[src/design/fpd_pkg.sv]
// ----------------------------------------------------------------------------
// fpd_pkg: shared types and constants for the fuzzy PD controller
// Widths, register indexes, reset values and membership scaling.
// ----------------------------------------------------------------------------
package fpd_pkg;

    localparam int InWidth   = 16;
    localparam int SpanWidth = 15;
    localparam int StepWidth = 13;
    localparam int FracBits  = 12;
    localparam int MuWidth   = FracBits + 1;           // 0..H
    localparam int MagWidth  = InWidth;                // |x| up to 2^15
    localparam int NumWidth  = MagWidth + FracBits;    // |x| << F
    localparam int AreaWidth = 2 * FracBits + 4;       // 4hH fits
    localparam int TotWidth  = AreaWidth + 3;          // sum of five areas
    localparam int DiffWidth = AreaWidth + 3;          // 2a+b difference
    localparam int ProdWidth = DiffWidth + StepWidth;  // weighted magnitude
    localparam int QuoWidth  = 17;                     // up to 32768 after clamp
    localparam int DivNumWidth = ProdWidth + 2;        // 2*mag + total
    localparam int DivDenWidth = TotWidth + 1;         // 2*total

    localparam logic [MuWidth-1:0] MuFull = MuWidth'(1) << FracBits;

    localparam logic [1:0] RegPosSpan = 2'd0;
    localparam logic [1:0] RegVelSpan = 2'd1;
    localparam logic [1:0] RegOutStep = 2'd2;

    localparam logic [SpanWidth-1:0] PosSpanReset = 15'd1280;
    localparam logic [SpanWidth-1:0] VelSpanReset = 15'd640;
    localparam logic [StepWidth-1:0] OutStepReset = 13'd7680;

    typedef struct packed {
        logic [MuWidth-1:0] neg;
        logic [MuWidth-1:0] mid;
        logic [MuWidth-1:0] pos;
    } t_mu3;

    function automatic logic [MuWidth-1:0] mu_min(input logic [MuWidth-1:0] a,
                                                  input logic [MuWidth-1:0] b);
        mu_min = (a < b) ? a : b;
    endfunction

    function automatic logic [MuWidth-1:0] mu_max(input logic [MuWidth-1:0] a,
                                                  input logic [MuWidth-1:0] b);
        mu_max = (a > b) ? a : b;
    endfunction

endpackage

[src/design/fpd_div.sv]
// ----------------------------------------------------------------------------
// fpd_div: pipelined restoring divider for the span division
// One quotient bit per stage; a new word may enter every cycle. The sign
// bits travel alongside so that the caller keeps its context.
// ----------------------------------------------------------------------------
module fpd_div
    import fpd_pkg::*;
(
    input  logic                 i_clk,
    input  logic                 i_rst_n,
    input  logic                 i_valid,
    input  logic [NumWidth-1:0]  i_num,
    input  logic [SpanWidth-1:0] i_den,
    input  logic [1:0]           i_side,
    output logic                 o_valid,
    output logic [NumWidth-1:0]  o_quo,
    output logic [1:0]           o_side
);

    logic [NumWidth:0]    r_vld;
    logic [SpanWidth:0]   r_rem  [NumWidth];
    logic [NumWidth-1:0]  r_quo  [NumWidth+1];
    logic [NumWidth-1:0]  r_num  [NumWidth];
    logic [SpanWidth-1:0] r_den  [NumWidth];
    logic [1:0]           r_side [NumWidth+1];

    always_ff @(posedge i_clk) begin
        if (!i_rst_n) r_vld <= '0;
        else          r_vld <= {r_vld[NumWidth-1:0], i_valid};
    end

    always_ff @(posedge i_clk) begin
        r_rem[0]  <= '0;
        r_quo[0]  <= '0;
        r_num[0]  <= i_num;
        r_den[0]  <= i_den;
        r_side[0] <= i_side;
    end

    for (genvar k = 0; k < NumWidth; k++) begin : g_stage
        logic [SpanWidth+1:0] w_trial;
        logic [SpanWidth+1:0] w_sub;
        assign w_trial = {r_rem[k], r_num[k][NumWidth-1-k]};
        assign w_sub   = w_trial - {2'b00, r_den[k]};
        always_ff @(posedge i_clk) begin
            r_side[k+1] <= r_side[k];
            r_quo[k+1]  <= {r_quo[k][NumWidth-2:0], !w_sub[SpanWidth+1]};
        end
        if (k < NumWidth - 1) begin : g_carry
            always_ff @(posedge i_clk) begin
                r_num[k+1] <= r_num[k];
                r_den[k+1] <= r_den[k];
                r_rem[k+1] <= w_sub[SpanWidth+1] ? w_trial[SpanWidth:0] : w_sub[SpanWidth:0];
            end
        end
    end

    assign o_valid = r_vld[NumWidth];
    assign o_quo   = r_quo[NumWidth];
    assign o_side  = r_side[NumWidth];

endmodule

[src/design/fpd_fuzz.sv]
// ----------------------------------------------------------------------------
// fpd_fuzz: fuzzification of one input
// Magnitude, pipelined division by the span, clamp to full, split into
// negative / centre / positive memberships.
// ----------------------------------------------------------------------------
module fpd_fuzz
    import fpd_pkg::*;
(
    input  logic                 i_clk,
    input  logic                 i_rst_n,
    input  logic                 i_valid,
    input  logic [InWidth-1:0]   i_x,
    input  logic [SpanWidth-1:0] i_span,
    output logic                 o_valid,
    output t_mu3                 o_mu
);

    logic [MagWidth-1:0]  w_mag;
    logic [SpanWidth-1:0] w_span;
    logic [1:0]           w_sign;   // {neg, pos}
    logic                 w_qv;
    logic [NumWidth-1:0]  w_q;
    logic [1:0]           w_sign_q;
    logic [MuWidth-1:0]   w_qc;

    assign w_mag  = i_x[InWidth-1] ? MagWidth'(-i_x) : MagWidth'(i_x);
    assign w_span = (i_span == '0) ? SpanWidth'(1) : i_span;
    assign w_sign = {i_x[InWidth-1], (i_x != '0) && !i_x[InWidth-1]};

    fpd_div u_div (
        .i_clk   (i_clk),
        .i_rst_n (i_rst_n),
        .i_valid (i_valid),
        .i_num   ({w_mag, {FracBits{1'b0}}}),
        .i_den   (w_span),
        .i_side  (w_sign),
        .o_valid (w_qv),
        .o_quo   (w_q),
        .o_side  (w_sign_q)
    );

    assign w_qc = (w_q > NumWidth'(MuFull)) ? MuFull : w_q[MuWidth-1:0];

    always_ff @(posedge i_clk) begin
        if (!i_rst_n) o_valid <= 1'b0;
        else          o_valid <= w_qv;
        o_mu.neg <= w_sign_q[1] ? w_qc : '0;
        o_mu.pos <= w_sign_q[0] ? w_qc : '0;
        o_mu.mid <= MuFull - w_qc;
    end

endmodule

[config.mk]
export PLATFORM = sky130hd
export DESIGN_NAME = fpd_fuzz
export DESIGN_NICKNAME = d
export VERILOG_FILES = /design/src/design/fpd_pkg.sv /design/src/design/fpd_div.sv /design/src/design/fpd_fuzz.sv
export SDC_FILE = /design/constraint.sdc
export NUM_CORES = 2
export LEC_CHECK = 0
export BUFFER_PORTS_ARGS = -buffer_cell sky130_fd_sc_hd__buf_2
export CAP_MARGIN = 15
export CORE_MARGIN = 1.5
export CORE_UTILIZATION = 45
export DETAILED_ROUTE_END_ITERATION = 8
export GPL_TIMING_DRIVEN = 0
export HOLD_SLACK_MARGIN = 0.15
export PLACE_DENSITY = 0.66
export RECOVER_POWER = 25
export SYNTH_ARGS = -nofsm -noshare
export SYNTH_HDL_FRONTEND = slang
export SYNTH_SLANG_ARGS = --single-unit
[constraint.sdc]
create_clock -name i_clk -period 4.5 [get_ports i_clk]
set_input_delay 0.9 -clock i_clk [delete_from_list [all_inputs] [get_ports i_clk]]
set_output_delay 0.9 -clock i_clk [all_outputs]
set_load 0.01 [all_outputs]
# Word level (Yosys, flattened, before mapping)
# Memories as Yosys holds them, arrays and structs flattened.
# Cells that the tools add are included.
dict set report classes {
  n_addsub 30
  magnitude_cmp 1
  muxes 30
  reduce_logical 32
}
# op count
set op_table {}
lappend op_table {{17-bit by 15-bit subtractor with 17-bit output} 28}
lappend op_table {{16-bit two-way mux} 28}
lappend op_table {{1-bit zero test} 29}
lappend op_table {{28-bit by 13-bit > comparator with 1-bit output, second input constant} 1}
lappend op_table {{16-bit negator} 1}
lappend op_table {{16-bit nonzero test} 1}
lappend op_table {{15-bit zero test} 1}
lappend op_table {{15-bit two-way mux} 1}
lappend op_table {{13-bit two-way mux} 1}
lappend op_table {{13-bit subtractor, first input constant} 1}
lappend op_table {{1-bit logical AND} 1}
dict set report word_totals {
  regBits 69
  ram_bits 2522
  inputBits 34
  output_inout_bits 40
  elab_cells 103
  memories 5
}
# name depth width read_ports rd_ports_with_merged_regs write_ports line_no
set mem_list {}
lappend mem_list {u_div.r_quo 29 28 29 0 29 fpd_div.sv:22} ;# logic [NumWidth-1:0] r_quo [NumWidth+1];
lappend mem_list {u_div.r_num 28 28 28 0 28 fpd_div.sv:23} ;# logic [NumWidth-1:0] r_num [NumWidth];
lappend mem_list {u_div.r_rem 28 16 28 0 28 fpd_div.sv:21} ;# logic [SpanWidth:0] r_rem [NumWidth];
lappend mem_list {u_div.r_den 28 15 28 0 28 fpd_div.sv:24} ;# logic [SpanWidth-1:0] r_den [NumWidth];
lappend mem_list {u_div.r_side 29 2 29 0 29 fpd_div.sv:25} ;# logic [1:0] r_side [NumWidth+1];

# Logic depth before layout (Yosys ltp)
# An unclocked memory read counts as a cell.
dict set report logic_depth {
  depth_word 4
  depth_mapped 13
  ltp_nobuf 11
}

# Cells and area by module
# From an unflattened synthesis, not the netlist that was laid out.
dict set report unflattened {
  cells_unflattened 5972
  area_unflattened_um2 62712.6
}
# module n_inst cells_each area_per_inst_um2
set modules_own_cells {}
lappend modules_own_cells {fpd_div 1 5774 60952.2}
lappend modules_own_cells {fpd_fuzz 1 198 1760.4}

# Least setup slack after synthesis
# Ideal clock, no wire load.
dict set report synth_timing {
  path_type {reg2reg}
  from {memory u_div.r_quo[28][2] (netlist name)}
  to {register o_mu[17] (netlist name)}
  setup_time_ns 0.114
  arrival_ns 3.282
  required_ns 4.386
  path_slack_ns 1.104
  stages_incl_launch_ff 14
  period_less_slack_ns 3.396
  path_cell_list {dfxtp_1 or4_4 or3_4 or3_4 or4_1 o21a_1 nor2_4 buf_4 nand2_1 ha_1 clkbuf_1 nand3_1 o21ai_0 a21o_1}
}
# element line_no
set synth_lines {}
lappend synth_lines {{start, declared} fpd_div.sv:22}
lappend synth_lines {{end, declared} fpd_fuzz.sv:15} ;# output t_mu3 o_mu

==> flow_summary_export.csv <==
group,metric,value,unit
min_path,worstHoldPathType,"flip-flop to flip-flop",
die,die_x,357,um
critical_path,cp_top_family,"compound AO/OA/AOI/OAI gates",
cts,cts_buffers,152,
timing,rsz0062_at_grt,"no",
grt,antenna_found_initial,6,
critical_path,r2r-end,"u_div.r_rem[0][234]$_DFF_P_",
route,dr.first_iter.drc_count,1723,
power_and_ir_drop,p_switching,17.9,mW
grt,grt_pass1_vias,34977,
min_path,whs_endpoint,"u_div.r_num[3][16]$_DFF_P_",
die,pin_count,74,
critical_path,end_kind,"flip-flop",
timing,clock_skew,16.8,ps
die,die_h,357,um
synth,yosysMostFrequentCell,"dfxtp_1",
timing,fin_crit,4330,ps
cts,cts_tree,"done",
cts,cts-root-buf,"clkbuf_16",
placement,post_dp_cell_area,59000,sq um
route,viasPerCell,4.94,
cts,cts_post_setup_buffers_inserted,0,
synth,synth_edf_count,0,
final_layout,fin_cells,7227,
timing,worst_pin_slew,1020,ps
cts,cts.clk_slew.worst_paths,60,ps
timing,fmax,231,MHz
die,rows,129,
min_path,hold_start,"u_div.r_num[2][44]$_DFF_P_",
critical_path,reg2reg_depth,11,
synth,ys_ff_latch,1521,
synth,synth_top_cell_area_share,53.9,%
synth,ys_warn_count,0,
route,detail-route-antenna-nets,0,
power_and_ir_drop,power_frac_clock,23.6,%
cts,htreeDepth,4,
power_and_ir_drop,p_leak,28.3,nW
critical_path,crit_type,"flip-flop to flip-flop",
power_and_ir_drop,power_density,839,nW/um^2
critical_path,slowest_delay,830,ps
critical_path,crit_arrival,4960,ps
grt,overflow,0,
cts,ctsResizeCount,0,
cts,cts.sinks,1521,
critical_path,crit_path_start_kind,"flip-flop",
critical_path,required,5120,ps
synth,synth_ff_type,"dfxtp_1",
synth,yosysUniqueCellTypes,77,
die,start_util,45.5,%
placement,port_buffers,72,
timing,finalCritPeriodShare,96.3,%
flow_run,maxCapViolations,0,
synth,seq_area_frac_synth,53.9,%
final_layout,final_core_util,51.7,%
power_and_ir_drop,swShare,33.3,%
final_layout,drive_gt1_share,11.6,%
route,first_pass_iters,6,
timing,final_max_slew_viol_count,0,
placement,gp_congestion,0.855,
route,vias,35683,
timing,relSlewSlack,31.2,%
final_layout,syn2layout_area_growth,13.5,%
die,dieArea,128000,sq um
timing,setup_viol,0,
final_layout,fin_nets,5926,
min_path,holdPathStages,0,
synth,synth.area.top_cells,"dfxtp_1, ha_1, mux2_2",
critical_path,crit_fanout,10,
grt,grt_max_degree,17,
power_and_ir_drop,peakVddDrop,0.469,mV
timing,hold_viol,0,
critical_path,reg2reg_slack,170,ps
synth,async_flop_share,0,%
cts,clock_latency,760,ps
final_layout,final_area,64100,sq um
die,fp.coreArea,124000,sq um
power_and_ir_drop,internal_power,35.9,mW
critical_path,path_buf_inv,2,
cts,clock_path_buffers,3,
placement,dp_cells,6952,
grt,grt_first_pass_wirelength,167000,um
synth,netlist_area,56500,sq um
critical_path,worstReg2RegStart,"u_div.r_num[6][42]$_DFF_P_",
status,outcome,"completed",
synth,synth.avg_cell_area,10.8,sq um
placement,hpwlAfterDp,74600,um
synth,synth_commonest_cells,"dfxtp_1, inv_1, ha_1",
critical_path,slowest_stage,"xnor2_1",
route,post_drt_wl_per_cell,13.9,um
route,postRouteWirelength,101000,um
power_and_ir_drop,pwr-share-comb,40.0,%
power_and_ir_drop,seqPwrFrac,36.4,%
grt,track_usage,15.8,%
timing,fin_tns_setup,0,ps
synth,yosys.area.top_type,"dfxtp_1",
cts,cts_hold_buf,0,
synth,synth_cells,5237,
critical_path,path_cells,"inv_1, ha_1, fa_1, nand2b_1, a21oi_1, o21ai_0, a31oi_1, a311oi_1, xnor2_1, clkbuf_1, mux2_2",
route,drc,0,
[power groups by stage]
stage	Clock, mW	Sequential, mW	Combinational [mW]
2_1_floorplan	0	19.1	17.3
3_3_place_gp	0	19.8	21.0
3_5_place_dp	0	19.9	21.2
4_1_cts	13.1	19.6	21.5
5_1_grt	13.6	20.0	24.0
6_report	12.7	19.6	21.5
[state kept, by name (all words and copies together), names as in the netlist]
name,cells
o_mu,39
o_valid,1
u_div.r_num,136
u_div.r_vld,29
u_div.r_den,420
u_div.r_rem,432
u_div.r_side,58
u_div.r_quo,406
[cells by family (layout without fill, tap and decap cells)]
group,after synthesis,in the layout,share of synthesized area [%]
AOI/OAI and AO/OA,1085,1085,12.2
xor gates and xnor gates,347,347,5.38
adders and majority gates,423,423,9.71
buffers and inverters,593,934,4.00
DFF,1521,1521,53.9
muxes,337,337,6.63
other,1,13,0.00663
and+or+nand+nor,930,930,8.20
[area by class of cell]
type	count	area (sq um)
Clock inverter	59	800
Antenna cell	6	15.0
Buffer	82	342
Inverter	511	1920
Fill cell	10802	60000
Sequential cell	1521	30400
Timing Repair Buffer	72	353
Clock buffer	210	4340
Multi-Input combinational cell	3129	23900
Tap cell	1637	2050
[per-stage QoR]
step	hold WS, ps	setup WS, ps	power (mW)
final	310	167	53.8
after global routing	291	16.2	57.7
after CTS	255	85.9	54.2
after detailed placement	312	126	41.1
after global placement	310	210	40.8
after floorplan	310	1100	36.5
[layer usage]
metal	global-route usage [%]	vias to the layer above	part of all wire [%]
met5	0	-	0
met1	20.2	16453	48
met4	7.47	0	3.5
li1	-	18442	-
met3	2.87	216	3.9
met2	25.8	572	45
[layout by cell type, fill, tap and decap left out, types with 50 or more instances in the layout]
cell type / synthesis / final
nand3_1: 83 / 83
mux2_2: 296 / 296
inv_1: 511 / 511
ha_1: 397 / 397
a21o_1: 66 / 66
a21oi_1: 335 / 335
xor2_1: 87 / 87
nor2b_1: 93 / 93
nor2_1: 266 / 266
o211ai_1: 54 / 54
buf_2: 3 / 69
and2_1: 61 / 61
nand2b_1: 50 / 50
o21a_1: 106 / 106
clkbuf_16: 0 / 153
nand2_1: 153 / 153
o21ai_0: 225 / 225
xnor2_1: 260 / 256
dfxtp_1: 1521 / 1521
clkbuf_1: 73 / 106
nor3_1: 102 / 102
[how the worst max path moves through the flow]
stage                          startpoint                          end  cells after the start
2_1_floorplan  u_div.r_quo[28][2]$_DFF_P_             o_mu[17]$_DFF_P_                     13
3_3_place_gp   u_div.r_num[6][15]$_DFF_P_  u_div.r_rem[0][219]$_DFF_P_                     11
3_5_place_dp   u_div.r_num[6][15]$_DFF_P_  u_div.r_rem[0][221]$_DFF_P_                     11
4_1_cts        u_div.r_num[6][15]$_DFF_P_  u_div.r_rem[0][221]$_DFF_P_                     11
5_1_grt        u_div.r_num[6][42]$_DFF_P_  u_div.r_rem[0][234]$_DFF_P_                     11
6_report       u_div.r_num[6][42]$_DFF_P_  u_div.r_rem[0][234]$_DFF_P_                     11
No activity file was read; power rests on OpenSTA's default activity.
